`config.mk`:
```
export PLATFORM = sky130hd
export DESIGN_NAME = tab_separated_reply_deframer_core
export DESIGN_NICKNAME = d
export VERILOG_FILES = /design/src/rtl/tsrd_pkg.sv /design/src/rtl/tab_separated_reply_deframer_core.sv
export SDC_FILE = /design/constraint.sdc
export NUM_CORES = 1
export LEC_CHECK = 0
export BUFFER_PORTS_ARGS = -buffer_cell sky130_fd_sc_hd__clkbuf_2
export CORE_MARGIN = 2
export CORE_UTILIZATION = 30
export DETAILED_ROUTE_END_ITERATION = 6
export GPL_ROUTABILITY_DRIVEN = 0
export HOLD_SLACK_MARGIN = 0.03
export MAX_ROUTING_LAYER = met4
export PLACE_DENSITY = 0.51
export SLEW_MARGIN = 30
export SYNTH_ARGS = -nofsm -noshare
export SYNTH_HDL_FRONTEND = slang
export SYNTH_SLANG_ARGS = --single-unit
export TNS_END_PERCENT = 10
```
`constraint.sdc`:
```
create_clock -name i_clk -period 5.42 [get_ports i_clk]
set_input_delay 0 -clock i_clk [delete_from_list [all_inputs] [get_ports i_clk]]
set_output_delay 0 -clock i_clk [all_outputs]
set_load 0.02 [all_outputs]
```
`src/rtl/tsrd_pkg.sv`:
```
// shared types and constants for the tab-separated reply deframer
package tsrd_pkg;

    localparam longint unsigned MAX_FIELD_LEN_DEF = 64'd65535;
    localparam int unsigned     MAX_FIELDS_DEF    = 32'd255;

    localparam int RX_W    = 8;
    localparam int EVENT_W = 2;
    localparam int KIND_W  = 2;
    localparam int LEN_W   = 16;
    localparam int IDX_W   = 8;

    localparam logic [RX_W-1:0] CH_NUL     = 8'h00;
    localparam logic [RX_W-1:0] CH_ESC     = 8'h01;
    localparam logic [RX_W-1:0] CH_TAB     = 8'h09;
    localparam logic [RX_W-1:0] CH_NL      = 8'h0A;
    localparam logic [RX_W-1:0] CH_ESC_LO  = 8'h40;
    localparam logic [RX_W-1:0] CH_ESC_HI  = 8'h4F;
    localparam logic [RX_W-1:0] CH_DATA_LO = 8'd16;

    typedef enum logic [EVENT_W-1:0] {
        EV_NONE      = 2'd0,
        EV_FIELD     = 2'd1,
        EV_FIELD_EOL = 2'd2,
        EV_ERROR     = 2'd3
    } t_event;

    typedef enum logic [KIND_W-1:0] {
        KIND_STRING  = 2'd0,
        KIND_ENCODED = 2'd1,
        KIND_NULL    = 2'd2
    } t_kind;

    typedef enum logic [2:0] {
        ST_NORMAL = 3'b001,
        ST_NULL   = 3'b010,
        ST_ESCAPE = 3'b100
    } t_state;

endpackage

```
`src/rtl/tab_separated_reply_deframer_core.sv`:
```
// tab-separated reply deframer: splits a reply byte stream into fields
//
// input channel: one reply byte per request on i_rx_byte, with i_in_valid and
// o_in_stall. output channel: one result per input byte on o_event_res,
// o_field_kind, o_field_length and o_field_index, with o_out_valid and
// i_out_stall. a result is 0 (none), 1 (field ended), 2 (field and reply
// ended) or 3 (error); kind, length and index are zero unless a field ended.
// each byte is decided in the cycle it is accepted and its result sits in the
// output register in the cycle after; throughput is one byte per cycle while
// the receiver does not stall.
// a new byte is taken while the previous result is being taken in the same
// cycle; o_in_stall rises only when a result is held and the receiver stalls,
// and the held result stays unchanged until it is taken.
// a malformed byte latches the error, and every later byte reports error.
// synchronous reset clears the parse state, counters, error and o_out_valid;
// the block takes requests from the first cycle after reset.
module tab_separated_reply_deframer_core #(
    parameter longint unsigned MAX_FIELD_LEN = tsrd_pkg::MAX_FIELD_LEN_DEF,
    parameter int unsigned     MAX_FIELDS    = tsrd_pkg::MAX_FIELDS_DEF
) (
    input  logic                         i_clk,
    input  logic                         i_rst_n,
    input  logic                         i_in_valid,
    output logic                         o_in_stall,
    input  logic [tsrd_pkg::RX_W-1:0]    i_rx_byte,
    output logic                         o_out_valid,
    input  logic                         i_out_stall,
    output logic [tsrd_pkg::EVENT_W-1:0] o_event_res,
    output logic [tsrd_pkg::KIND_W-1:0]  o_field_kind,
    output logic [tsrd_pkg::LEN_W-1:0]   o_field_length,
    output logic [tsrd_pkg::IDX_W-1:0]   o_field_index
);

    localparam int CNT_W = $clog2(MAX_FIELD_LEN + 64'd1);
    localparam int FC_W  = $clog2(MAX_FIELDS + 32'd1);
    localparam int CNT_X = (CNT_W > tsrd_pkg::LEN_W) ? CNT_W : tsrd_pkg::LEN_W;
    localparam int FC_X  = (FC_W > tsrd_pkg::IDX_W) ? FC_W : tsrd_pkg::IDX_W;

    tsrd_pkg::t_state r_state, n_state;
    logic             r_enc, n_enc;
    logic [CNT_W-1:0] r_len_cnt, n_len_cnt;
    logic [FC_W-1:0]  r_fld_cnt, n_fld_cnt;
    logic             r_err, n_err;

    logic                          r_out_valid;
    tsrd_pkg::t_event              r_event, n_event;
    tsrd_pkg::t_kind               r_kind, n_kind;
    logic [tsrd_pkg::LEN_W-1:0]    r_len, n_len;
    logic [tsrd_pkg::IDX_W-1:0]    r_idx, n_idx;

    logic                       in_fire;
    logic                       bad;
    logic                       fld_end;
    logic                       eol;
    tsrd_pkg::t_kind            end_kind;
    logic                       end_null;
    logic [CNT_X-1:0]           len_ext;
    logic [FC_X-1:0]            idx_ext;
    logic [tsrd_pkg::LEN_W-1:0] len_sat;
    logic [tsrd_pkg::IDX_W-1:0] idx_sat;
    logic [CNT_W-1:0]           len_inc;

    assign o_in_stall = r_out_valid && i_out_stall;
    assign in_fire    = i_in_valid && !o_in_stall;

    // counters clip to the port widths on the way out
    assign len_ext = CNT_X'(r_len_cnt);
    assign idx_ext = FC_X'(r_fld_cnt);
    assign len_sat = (len_ext > CNT_X'(16'hFFFF)) ? 16'hFFFF : len_ext[tsrd_pkg::LEN_W-1:0];
    assign idx_sat = (idx_ext > FC_X'(8'hFF)) ? 8'hFF : idx_ext[tsrd_pkg::IDX_W-1:0];
    assign len_inc = (r_len_cnt < CNT_W'(MAX_FIELD_LEN)) ? r_len_cnt + CNT_W'(1) : r_len_cnt;

    always_comb begin
        n_state   = r_state;
        n_enc     = r_enc;
        n_len_cnt = r_len_cnt;
        n_fld_cnt = r_fld_cnt;
        n_err     = r_err;
        n_event   = tsrd_pkg::EV_NONE;
        n_kind    = tsrd_pkg::KIND_STRING;
        n_len     = '0;
        n_idx     = '0;
        bad       = 1'b0;
        fld_end   = 1'b0;
        end_null  = 1'b0;
        eol       = (i_rx_byte == tsrd_pkg::CH_NL);
        end_kind  = r_enc ? tsrd_pkg::KIND_ENCODED : tsrd_pkg::KIND_STRING;

        if (r_err) begin
            n_event = tsrd_pkg::EV_ERROR;
        end else begin
            unique case (r_state)
                tsrd_pkg::ST_NORMAL: begin
                    if (i_rx_byte >= tsrd_pkg::CH_DATA_LO) begin
                        n_len_cnt = len_inc;
                    end else if (i_rx_byte == tsrd_pkg::CH_TAB || eol) begin
                        fld_end = 1'b1;
                    end else if (i_rx_byte == tsrd_pkg::CH_NUL) begin
                        n_state = tsrd_pkg::ST_NULL;
                    end else if (i_rx_byte == tsrd_pkg::CH_ESC) begin
                        n_len_cnt = len_inc;
                        n_enc     = 1'b1;
                        n_state   = tsrd_pkg::ST_ESCAPE;
                    end else begin
                        bad = 1'b1;
                    end
                end
                tsrd_pkg::ST_NULL: begin
                    if (i_rx_byte == tsrd_pkg::CH_TAB || eol) begin
                        fld_end  = 1'b1;
                        end_null = 1'b1;
                        end_kind = tsrd_pkg::KIND_NULL;
                    end else begin
                        bad = 1'b1;
                    end
                end
                tsrd_pkg::ST_ESCAPE: begin
                    if (i_rx_byte >= tsrd_pkg::CH_ESC_LO && i_rx_byte <= tsrd_pkg::CH_ESC_HI) begin
                        n_len_cnt = len_inc;
                        n_state   = tsrd_pkg::ST_NORMAL;
                    end else begin
                        bad = 1'b1;
                    end
                end
                default: begin
                    bad = 1'b1;
                end
            endcase

            if (fld_end) begin
                n_event = eol ? tsrd_pkg::EV_FIELD_EOL : tsrd_pkg::EV_FIELD;
                n_kind  = end_kind;
                n_len   = end_null ? '0 : len_sat;
                n_idx   = idx_sat;
                if (eol) begin
                    n_fld_cnt = '0;
                end else if (r_fld_cnt < FC_W'(MAX_FIELDS)) begin
                    n_fld_cnt = r_fld_cnt + FC_W'(1);
                end
                n_len_cnt = '0;
                n_enc     = 1'b0;
                n_state   = tsrd_pkg::ST_NORMAL;
            end

            if (bad) begin
                n_err   = 1'b1;
                n_event = tsrd_pkg::EV_ERROR;
            end
        end
    end

    always_ff @(posedge i_clk) begin
        if (!i_rst_n) begin
            r_state     <= tsrd_pkg::ST_NORMAL;
            r_enc       <= 1'b0;
            r_len_cnt   <= '0;
            r_fld_cnt   <= '0;
            r_err       <= 1'b0;
            r_out_valid <= 1'b0;
        end else begin
            if (in_fire) begin
                r_state   <= n_state;
                r_enc     <= n_enc;
                r_len_cnt <= n_len_cnt;
                r_fld_cnt <= n_fld_cnt;
                r_err     <= n_err;
            end
            if (in_fire) begin
                r_out_valid <= 1'b1;
            end else if (!i_out_stall) begin
                r_out_valid <= 1'b0;
            end
        end
    end

    // result payload, loaded only when a byte is taken
    always_ff @(posedge i_clk) begin
        if (in_fire) begin
            r_event <= n_event;
            r_kind  <= n_kind;
            r_len   <= n_len;
            r_idx   <= n_idx;
        end
    end

    assign o_out_valid    = r_out_valid;
    assign o_event_res    = r_event;
    assign o_field_kind   = r_kind;
    assign o_field_length = r_len;
    assign o_field_index  = r_idx;

`ifndef SYNTH
    a_err_sticky: assert property (@(posedge i_clk) disable iff (!i_rst_n)
        r_err |=> r_err)
        else $error("error flag cleared without reset");

    a_err_reported: assert property (@(posedge i_clk) disable iff (!i_rst_n)
        (in_fire && r_err) |=> (o_event_res == tsrd_pkg::EV_ERROR))
        else $error("byte after error not reported as error");

    a_quiet_fields: assert property (@(posedge i_clk) disable iff (!i_rst_n)
        (o_out_valid && (o_event_res == tsrd_pkg::EV_NONE ||
                         o_event_res == tsrd_pkg::EV_ERROR))
        |-> (o_field_length == '0 && o_field_index == '0 &&
             o_field_kind == tsrd_pkg::KIND_STRING))
        else $error("field data on a result with no ended field");

    a_null_len: assert property (@(posedge i_clk) disable iff (!i_rst_n)
        (o_out_valid && o_field_kind == tsrd_pkg::KIND_NULL) |-> (o_field_length == '0))
        else $error("null field with nonzero length");

    a_enc_clear: assert property (@(posedge i_clk) disable iff (!i_rst_n)
        (in_fire && !r_err && fld_end) |=> !r_enc)
        else $error("encoded flag survives end of field");
`endif

endmodule

```
==> impl_metrics.env, run 1 <==
export IMPL_cts_resized_gates=0
export IMPL_reg2reg_slack_ns=2.53
export IMPL_drc=0
export IMPL_synthesis_area_mm2=0.00262
export IMPL_synth_common_cells="30 x dfxtp_1, 29 x and2_1, 28 x edfxtp_1, 22 x nor2_1, 17 x nand2_1"
export IMPL_arrival_ns=3.15
export IMPL_grt_pass1_wl_um=9270
export IMPL_synth_seq_cells=58
export IMPL_antenna_cells=0
export IMPL_hp_class="input pin to register"
export IMPL_yosys_warnings=0
export IMPL_yosysTopAreaCell="edfxtp_1"
export IMPL_cp_startpoint="r_state[0]$_SDFFE_PN1P_"
export IMPL_status="finished clean"
export IMPL_io_pins=42
export IMPL_placed_area_mm2=0.00295
export IMPL_endpoint="len_ext[14]$_SDFFE_PN0P_"
export IMPL_syn_num_nets=262
export IMPL_fin_ws_ns=2.53
export IMPL_cpMaxStageDelayCell="a211oi_2"
export IMPL_end_kind="register"
export IMPL_finClkSkew_ns=0.00558
export IMPL_grt_ovfl_total=0
export IMPL_grt_pass1_vias=1919
export IMPL_clk_latency_ns=0.33
export IMPL_die_y_um=97.4
export IMPL_finalHoldViolCount=0
export IMPL_place_detailed_hpwl_um=3790
export IMPL_root_buffer="clkbuf_8"
export IMPL_netlist_instances=248
export IMPL_rr_worst_depth=6
export IMPL_pre_cts_slack_ns=2.53
export IMPL_rsz0062_at_grt="no"
export IMPL_core_area_mm2=0.00859
export IMPL_avgSynthCellArea_um2=10.5
export IMPL_finalSetupTns_ns=0
export IMPL_fp_row_count=34
export IMPL_cts_clk_slew_worst_paths_ns=0.07
export IMPL_crit_fanout=18
export IMPL_synthDistinctLibCells=44
export IMPL_drv_cap=0
export IMPL_antenna_found_initial=0
export IMPL_peakVddDrop_v=0.000109
export IMPL_worst_hold_startpoint="i_rx_byte[3]"
export IMPL_io_buffers=41
export IMPL_post_route_period_util_pct=53.4
export IMPL_synth_flop_cell="dfxtp_1"
export IMPL_netlist_area_leader_share_pct=32.2
export IMPL_final_nets=315
export IMPL_r2r_start="r_state[0]$_SDFFE_PN1P_"
export IMPL_max_freq_mhz=346
export IMPL_grt_usage_pct=12.5
export IMPL_critPathKind="register to register"
export IMPL_hold_slack_ns=0.100
export IMPL_synth_most_common_cell="dfxtp_1"
export IMPL_htree_num_levels=3
export IMPL_ctsLongestPathBuffers=2
export IMPL_cts_buffers=9
export IMPL_grt_max_degree=30
export IMPL_slew_viol_final=0
export IMPL_ys_top_cells_by_area="edfxtp_1 32%, dfxtp_1 23%, and2_1 6.9%"
export IMPL_num_vias=2021
export IMPL_cp_start_kind="register"
export IMPL_tightest_slew_ns=0.736
export IMPL_fin_area_mm2=0.00318
export IMPL_slowest_delay_ns=0.63
export IMPL_path_cells="or3b_2 -> o31a_1 -> a211oi_2 -> nand2_2 -> or4_1 -> a21oi_1"
export IMPL_areaGrowthSynthToFinish_pct=21.5
export IMPL_p_leak_nw=1.19
export IMPL_die_area_mm2=0.00948
export IMPL_die_w_um=97.4
export IMPL_synth_async_sr_flop_share_pct=0
export IMPL_power_density_mw_per_mm2=323
export IMPL_maxSlewHeadroom_pct=50.6
export IMPL_setup_violations_final=0
export IMPL_reg2reg_to="len_ext[14]$_SDFFE_PN0P_"
export IMPL_drive_gt1_share_pct=20.6
export IMPL_cts_tree="yes"
export IMPL_firstDrtPassIters=4
export IMPL_start_util_pct=30.4
export IMPL_seq_area_frac_synth_pct=55.1
export IMPL_ant_nets=0
export IMPL_wl_um=5420
export IMPL_drt_iter0_markers=97
export IMPL_wl_per_cell_um=13.1
export IMPL_synth_edf_count=28
export IMPL_clock_sinks=58
export IMPL_via_per_inst=4.88
export IMPL_finalCriticalPeriod_ns=2.89
export IMPL_critPathRequiredTime_ns=5.68
export IMPL_post_cts_buffers=0
==> what timing repair did <==
item | CTS | global route
endpoints found under the setup margin | 0 | 0
endpoints found under the hold margin | 3 | 0
hold buffers | 4 | 0
==> worst min-delay path by stage <==
stage	cells after the start	slack, ns	endpoint
after global placement	2	0.23	o_out_valid$_SDFFE_PN0P_
final	4	0.10	r_enc$_SDFFE_PN0P_
after floorplan	1	0.12	o_out_valid$_SDFFE_PN0P_
after detailed placement	2	0.24	o_out_valid$_SDFFE_PN0P_
after global routing	4	0.20	r_enc$_SDFFE_PN0P_
after CTS	4	0.09	r_enc$_SDFFE_PN0P_
==> cell families (layout without fill, tap and decap cells) <==
| kind of cell | count (synthesis) | in the layout | synth area share, % |
|---|---|---|---|
| simple gates | 125 | 125 | 27.5 |
| flops | 58 | 58 | 55.1 |
| compound gates | 35 | 35 | 9.19 |
| xor+xnor | 15 | 15 | 5.02 |
| buf+inv | 12 | 70 | 1.82 |
| fa+ha+maj | 2 | 2 | 0.957 |
| mux | 1 | 1 | 0.383 |
==> sequential cells by signal (all words and copies together) (netlist names), 2 cells and up <==
name / flops
len_ext: 16
o_field_length: 16
idx_ext: 8
o_field_index: 8
r_state: 3
o_event_res: 2
o_field_kind: 2
==> through the flow <==
stage	total power, mW	instances	util [%]
2_1_floorplan	0.604	248	-
3_3_place_gp	0.640	394	34.3
3_5_place_dp	0.643	394	34.3
4_1_cts	1.04	414	37.0
5_1_grt	1.07	414	37.0
6_report	1.03	414	37.0
==> metal layers <==
layer  track usage, %  part of all wire, %
met1             17.3                   51
met2             16.9                   41
met3             3.45                  5.9
met4             5.98                  1.8
met5                -                    0
==> where the power goes <==
| part | internal (mW) | leakage (nW) | switching (mW) | total [mW] |
|---|---|---|---|---|
| sequential | 0.485 | 0.524 | 0.0176 | 0.502 |
| combinational | 0.0457 | 0.567 | 0.0875 | 0.133 |
| clock | 0.224 | 0.0974 | 0.167 | 0.391 |
==> area by class of cell <==
type | instances | area, µm²
well taps | 108 | 135
inverters | 7 | 26.3
clock buffers | 13 | 149
clock inverters | 3 | 40.0
fillers | 880 | 5420
flip-flops and latches | 58 | 1440
repair buffers | 47 | 260
multi-input cells | 178 | 1130
==> critical path: cells and delay by family, from the launching register on <==
family,cells,cell delay (ns)
compound gates,3,0.93
flops,1,0.41
simple gates,3,1.48
==> placed cells by master, fill, tap and decap left out, drive strengths merged, types with 2 or more instances in the layout <==
cell type,n
nor3b,3
nor4b,2
a211oi,3
dlygate4sd3,4
and3,3
and2,29
clkbuf,54
nand3,8
nand2b,2
or4,8
ha,2
nor4,4
o31ai,7
xor2,15
nor2,22
edfxtp,28
a21oi,12
buf,2
nor3,2
or3,3
clkinv,2
nand4,16
o21ai,5
inv,7
dfxtp,30
nand2,18
No activity file was read; power rests on OpenSTA's default activity.
==> run 2, diff against run 1 <==
--- a/config.mk
+++ b/config.mk
@@ -5,6 +5,7 @@
 export SDC_FILE = /design/constraint.sdc
 export NUM_CORES = 1
 export LEC_CHECK = 0
+export ABC_AREA = 1
 export BUFFER_PORTS_ARGS = -buffer_cell sky130_fd_sc_hd__clkbuf_2
 export CORE_MARGIN = 2
 export CORE_UTILIZATION = 30
@@ -12,7 +13,7 @@
 export GPL_ROUTABILITY_DRIVEN = 0
 export HOLD_SLACK_MARGIN = 0.03
 export MAX_ROUTING_LAYER = met4
-export PLACE_DENSITY = 0.51
+export PLACE_DENSITY = 0.52
 export SLEW_MARGIN = 30
 export SYNTH_ARGS = -nofsm -noshare
 export SYNTH_HDL_FRONTEND = slang
==> constraint.sdc (replaced) <==
create_clock -name i_clk -period 2.6 [get_ports i_clk]
set_input_delay 0 -clock i_clk [delete_from_list [all_inputs] [get_ports i_clk]]
set_output_delay 0 -clock i_clk [all_outputs]
set_load 0.02 [all_outputs]
==> run 2 against run 1 <==
Synthesized cell count increased by 60%. Synthesized area increased by 21%. Worst hold slack got worse by 0.045 ns. Clock skew increased by 0.0022 ns. Combinational power increased by 76%. Global-route usage increased by 0.45 points. Register-to-register slack got worse by 1.7 ns. Core utilization decreased by 0.57 points. Sequential power increased by 100%. First-iteration DRC count increased by 7.2%. Cell count increased by 42%. Die area increased by 20%. Critical path type unchanged. Largest power group unchanged. Highest routed layer unchanged.
==> impl_metrics.env, run 2 <==
export IMPL_status="finished clean"
export IMPL_cp_start_kind="register"
export IMPL_avgSynthCellArea_um2=7.97
export IMPL_io_buffers=41
export IMPL_synth_flop_cell="dfxtp_1"
export IMPL_dp_cells=569
export IMPL_antenna_found_initial=0
export IMPL_grt_ovfl_total=0
export IMPL_clock_sinks=58
export IMPL_final_nets=461
export IMPL_grt_pass1_vias=2478
export IMPL_num_vias=2609
export IMPL_final_common_cell="nand2_1"
export IMPL_wl_per_cell_um=11.3
export IMPL_path_buf_inv=0
export IMPL_clk_latency_ns=0.34
export IMPL_die_area_mm2=0.0114
export IMPL_areaGrowthSynthToFinish_pct=18.5
export IMPL_io_pins=42
export IMPL_slew_viol_final=0
export IMPL_p_leak_nw=1.48
export IMPL_critPathKind="register to register"
export IMPL_finalHoldViolCount=0
export IMPL_finClkSkew_ns=0.00776
export IMPL_critPathRequiredTime_ns=2.84
export IMPL_netlist_area_leader_share_pct=26.6
export IMPL_power_density_mw_per_mm2=567
export IMPL_post_cts_buffers=0
export IMPL_place_detailed_hpwl_um=4840
export IMPL_maxSlewHeadroom_pct=41.5
export IMPL_cpMostUsedCell="nand2_1"
export IMPL_yosysTopAreaCell="edfxtp_1"
export IMPL_netlist_instances=396
export IMPL_finalSetupTns_ns=0
export IMPL_die_w_um=107
export IMPL_fin_area_mm2=0.00374
export IMPL_synth_common_cells="92 x nand2_1, 68 x nor2_1, 48 x inv_1, 30 x dfxtp_1, 28 x edfxtp_1"
export IMPL_htree_num_levels=3
export IMPL_fp_row_count=37
export IMPL_drt_iter0_markers=104
export IMPL_synth_edf_count=28
export IMPL_placed_area_mm2=0.00350
export IMPL_rsz0062_at_grt="no"
export IMPL_yosys_warnings=0
export IMPL_drv_cap=0
export IMPL_syn_num_nets=410
export IMPL_seq_area_frac_synth_pct=45.7
export IMPL_cts_buffers=9
export IMPL_cpMaxStageDelayCell="dfxtp_1"
export IMPL_switching_share_pct=25.0
export IMPL_peakVddDrop_v=0.000274
export IMPL_p_comb_share_pct=11.0
export IMPL_synth_async_sr_flop_share_pct=0
export IMPL_synthDistinctLibCells=31
export IMPL_max_freq_mhz=578
export IMPL_finalCriticalPeriod_ns=1.73
export IMPL_grt_max_degree=24
export IMPL_pwr_share_clk_pct=41.6
export IMPL_cts_tree="yes"
export IMPL_fin_total_pwr_mw=2.12
export IMPL_drc=0
export IMPL_arrival_ns=1.97
export IMPL_setup_violations_final=0
export IMPL_crit_fanout=16
export IMPL_ant_nets=0
export IMPL_wl_um=6630
export IMPL_antenna_cells=0
export IMPL_ctsLongestPathBuffers=2
export IMPL_root_buffer="clkbuf_8"
export IMPL_hp_class="input pin to register"
export IMPL_ys_top_cells_by_area="edfxtp_1 27%, dfxtp_1 19%, nand2_1 11%"
export IMPL_cts_clk_slew_worst_paths_ns=0.07
export IMPL_grt_usage_pct=13.0
export IMPL_drive_gt1_share_pct=23.7
export IMPL_core_area_mm2=0.0103
export IMPL_synthesis_area_mm2=0.00316
export IMPL_most_common_layout_cells="92 x nand2_1, 68 x nor2_1, 47 x inv_1, 41 x clkbuf_2, 30 x dfxtp_1"
export IMPL_path_cells="ha_1 -> nand2_1 -> nor2_2 -> nand3_1 -> nor2_1 -> nand2_2 -> nand4_4 -> nand2_1 -> a21oi_2"
export IMPL_slowest_delay_ns=0.38
export IMPL_firstDrtPassIters=4
export IMPL_grt_pass1_wl_um=11300
export IMPL_post_route_period_util_pct=66.5
export IMPL_start_util_pct=30.7
export IMPL_die_y_um=107
export IMPL_filler_cell_count=1122
export IMPL_end_kind="register"
export IMPL_synth_most_common_cell="nand2_1"
export IMPL_p_seq_share_pct=47.4
export IMPL_synth_seq_cells=58
export IMPL_switchingPower_mw=0.530
export IMPL_final_cell_count_no_fill=588
export IMPL_via_per_inst=4.44
export IMPL_p_int_mw=1.59
export IMPL_cpLargestDelayFamily="simple AND/OR/NAND/NOR gates"
export IMPL_tightest_slew_ns=0.872
run 2: changes by cell type after synthesis, sizes merged, moves of 14 or more:
cell / change
nor2: +55
a21oi: +14
nand3: +15
and2: -28
nand2: +94
inv: +47
run 2: final cells by class:
class	count	area, µm²	share of cell area [%]
Inverter	54	203	5.42
Clock inverter	6	81.3	2.17
Tap cell	136	170	4.55
Clock buffer	10	128	3.41
Multi-Input combinational cell	278	1470	39.3
Sequential cell	58	1440	38.5
Timing Repair Buffer	46	250	6.69
run 2: power by group through the flow:
stage / combinational (mW) / clock [mW] / sequential, mW
global route: 0.260 / 0.954 / 1.01
CTS: 0.237 / 0.915 / 1.01
global placement: 0.233 / 0 / 1.03
finish: 0.234 / 0.884 / 1.01
detailed placement: 0.233 / 0 / 1.03
floorplan: 0.147 / 0 / 1.06
run 2: path summary, 6_finish.rpt:
kind	start	endpoint	slack, ns	depth (start not counted)
worst max-delay path	len_ext[0]$_SDFFE_PN0P_	len_ext[15]$_SDFFE_PN0P_	0.87	9
worst min-delay path	i_rx_byte[0]	r_state[1]$_SDFFE_PN0P_	0.05	4
worst max register to register	len_ext[0]$_SDFFE_PN0P_	len_ext[15]$_SDFFE_PN0P_	0.87	9
worst min register to register	r_enc$_SDFFE_PN0P_	r_enc$_SDFFE_PN0P_	0.46	2
run 2: timing repair:
action	in CTS	in global routing
endpoints found under the hold margin	7	0
resized for setup	0	0
hold buffers	3	0
run 2: logic make-up (layout without fill, tap and decap cells):
kind of cell | Yosys count | after routing | share of synthesized area, %
and+or+nand+nor | 230 | 230 | 35.6
DFF | 58 | 58 | 45.7
xor gates and xnor gates | 11 | 11 | 3.05
buffers and inverters | 60 | 116 | 7.81
AOI/OAI and AO/OA | 35 | 35 | 7.09
adders and majority gates | 2 | 2 | 0.793
run 2: metrics by stage:
step / hold WS (ns) / setup WS, ns / util (%)
after floorplan: 0.0986 / 0.963 / -
after global placement: 0.302 / 0.936 / 34.1
after detailed placement: 0.304 / 0.884 / 34.1
after CTS: 0.0360 / 0.851 / 36.4
after global routing: 0.0972 / 0.683 / 36.4
final: 0.0549 / 0.870 / 36.4
run 2: worst min-delay path, delay by kind of cell:
kind / cells / cell delay (ns)
buffers and inverters: 1 / 0.11
and+or+nand+nor: 2 / 0.16
AOI/OAI and AO/OA: 1 / 0.07
run 2: per-layer routing:
metal | routed length, µm | global-route usage (%) | vias up | share of wire (%)
met1 | 3140 | 15.8 | 1207 | 47
met4 | 123 | 5.57 | 0 | 1.9
li1 | - | - | 1364 | -
met3 | 231 | 3.40 | 8 | 3.5
met2 | 3130 | 20.4 | 30 | 47
met5 | 0 | - | - | 0
==> run 3, diff against run 2 <==
==> constraint.sdc (replaced) <==
create_clock -name i_clk -period 1.4 [get_ports i_clk]
set_input_delay 0 -clock i_clk [delete_from_list [all_inputs] [get_ports i_clk]]
set_output_delay 0 -clock i_clk [all_outputs]
set_load 0.02 [all_outputs]
==> run 3 against run 2 <==
The flow now finishes with violations (setup timing). Core utilization grew 8.5 points. Highest routed layer unchanged. Worst hold slack got worse by 0.0032 ns. Critical endpoint is now len_ext[14]$_SDFFE_PN0P_. Flip-flop and latch count stayed put. First-iteration DRC count down 8.7%. Register-to-register slack worse by 0.95 ns. Die area unchanged. Sequential share of layout area shrank 6.7 points. Clock power is 54% higher. Combinational power grew to 2.8 times the previous value. Via count is 12% higher. Cell count increased by 12%.
==> impl_metrics.env, run 3 (same netlist as run 2, synthesis figures left out) <==
export IMPL_status="finished, violations left"
export IMPL_violations="setup timing"
export IMPL_drt_iter0_markers=95
export IMPL_grt_pass1_vias=2850
export IMPL_drc=0
export IMPL_hold_slack_ns=0.0517
export IMPL_drive_gt1_share_pct=44.0
export IMPL_p_leak_nw=1.89
export IMPL_die_area_mm2=0.0114
export IMPL_ctsLongestPathBuffers=2
export IMPL_peakVddDrop_v=0.000306
export IMPL_wl_um=7650
export IMPL_pre_cts_slack_ns=-0.173
export IMPL_via_per_inst=4.43
export IMPL_finalCriticalPeriod_ns=1.49
export IMPL_grt_ovfl_total=0
export IMPL_place_detailed_hpwl_um=5480
export IMPL_grt_met2_usage_pct=24.6
export IMPL_cp_start_kind="register"
export IMPL_root_buffer="clkbuf_8"
export IMPL_grtUsageMet3_pct=3.28
export IMPL_cts_tree="yes"
export IMPL_most_common_layout_cells="80 x nand2_1, 67 x buf_4, 58 x nor2_1, 44 x inv_1, 41 x clkbuf_2"
export IMPL_grt_max_degree=22
export IMPL_cpLargestDelayFamily="simple AND/OR/NAND/NOR gates"
export IMPL_finClkSkew_ns=0.0150
export IMPL_final_nets=534
export IMPL_tightest_slew_ns=0.335
export IMPL_start_util_pct=30.7
export IMPL_path_cells="inv_4 -> nand3_4 -> nor2_4 -> nand3_4 -> nand2_8 -> nand2_4 -> nor2_8 -> buf_12 -> nand2_2 -> a21oi_2"
export IMPL_cts_buffers=9
export IMPL_io_pins=42
export IMPL_setup_violations_final=24
export IMPL_final_common_cell="nand2_1"
export IMPL_filler_cell_count=1050
export IMPL_fp_row_count=37
export IMPL_rsz0062_at_grt="yes"
export IMPL_critPathKind="register to register"
export IMPL_path_buf_inv=2
export IMPL_firstDrtPassIters=6
export IMPL_slowest_delay_ns=0.36
export IMPL_cpMostUsedCell="nand3_4"
export IMPL_placed_area_mm2=0.00410
export IMPL_seq_area_mm2=0.00147
export IMPL_cpMaxStageDelayCell="dfxtp_4"
export IMPL_core_area_mm2=0.0103
export IMPL_max_freq_mhz=673
export IMPL_end_kind="register"
export IMPL_grt_use_met1_pct=17.0
export IMPL_hp_class="input pin to register"
export IMPL_fin_ws_ns=-0.0851
export IMPL_areaGrowthSynthToFinish_pct=46.1
export IMPL_num_vias=2925
export IMPL_die_w_um=107
export IMPL_drv_cap=0
export IMPL_multi_input_area_mm2=0.00173
export IMPL_grt_pass1_wl_um=12600
export IMPL_power_density_mw_per_mm2=843
export IMPL_wl_per_cell_um=11.6
export IMPL_arrival_ns=1.77
export IMPL_io_buffers=41
export IMPL_clock_sinks=58
export IMPL_post_route_period_util_pct=106
export IMPL_critPathRequiredTime_ns=1.68
export IMPL_slew_viol_final=0
export IMPL_clk_latency_ns=0.35
export IMPL_maxSlewHeadroom_pct=77.6
export IMPL_top_usage_layer="met2"
export IMPL_ant_nets=0
export IMPL_crit_fanout=6
export IMPL_cts_clk_slew_worst_paths_ns=0.07
export IMPL_fin_area_mm2=0.00461
export IMPL_antenna_found_initial=0
export IMPL_antenna_cells=0
export IMPL_finalHoldViolCount=0
export IMPL_grt_usage_pct=14.7
export IMPL_htree_num_levels=3
export IMPL_die_y_um=107
[run 3: changes by cell type in the layout (fill, tap and decap cells not counted), sizes merged]
cell / before / now
buf: 2 / 74
nand4: 10 / 11
clkinv: 4 / 3
clkbuf: 51 / 52
clkinvlp: 1 / 3
bufinv: 2 / 0
[run 3: through the flow]
stage | utilization, % | TNS [ns] | instances | total power [mW]
2_1_floorplan | - | -0.844 | 396 | 2.25
5_1_grt | 44.9 | -4.11 | 661 | 4.07
6_report | 44.9 | -1.38 | 661 | 3.89
4_1_cts | 43.3 | -1.50 | 657 | 3.88
3_5_place_dp | 39.9 | -3.15 | 635 | 2.46
3_3_place_gp | 39.9 | -2.50 | 635 | 2.46
[run 3: final timing paths]
kind | slack [ns] | depth (start not counted) | startpoint | end
max | -0.09 | 10 | r_state[2]$_SDFFE_PN0P_ | len_ext[14]$_SDFFE_PN0P_
min | 0.05 | 4 | i_rx_byte[1] | r_state[1]$_SDFFE_PN0P_
max reg2reg | -0.09 | 10 | r_state[2]$_SDFFE_PN0P_ | len_ext[14]$_SDFFE_PN0P_
min reg2reg | 0.47 | 2 | r_enc$_SDFFE_PN0P_ | r_enc$_SDFFE_PN0P_
[run 3: area by class of cell]
class                   instances  share of cell area, %
clock buffers                  11                   3.07
clock inverters                 5                  0.651
inverters                      54                   4.69
multi-input cells             279                   37.4
flip-flops and latches         58                   31.8
well taps                     136                   3.69
repair buffers                118                   18.7
[run 3: per-layer routing]
metal | vias up | part of all wire, %
li1 | 1523 | -
met1 | 1352 | 45
met2 | 41 | 50
met3 | 9 | 3.0
met4 | 0 | 1.7
met5 | - | 0
[run 3: repair_timing]
item                       CTS  global route
setup buffers                2             4
setup endpoints to repair   48            48
cloned                       1             0
pin swaps                   19            22
resized for setup           32            39
hold endpoints to repair     6             0
hold buffers                 3             0
[run 3: where the power goes]
part / switching [mW] / leakage, nW / internal [mW] / total [mW]
clock network: 0.676 / 0.0851 / 0.680 / 1.36
registers: 0.0358 / 0.532 / 1.84 / 1.88
logic: 0.381 / 1.27 / 0.277 / 0.658
total: 1.09 / 1.89 / 2.80 / 3.89
[run 3: worst register-to-register path, delay by kind of cell (launching register included)]
kind	cells	cell delay [ns]
buffers and inverters	2	0.23
AND/OR/NAND/NOR	7	0.70
flip-flops	1	0.36
AO/OA/AOI/OAI	1	0.12
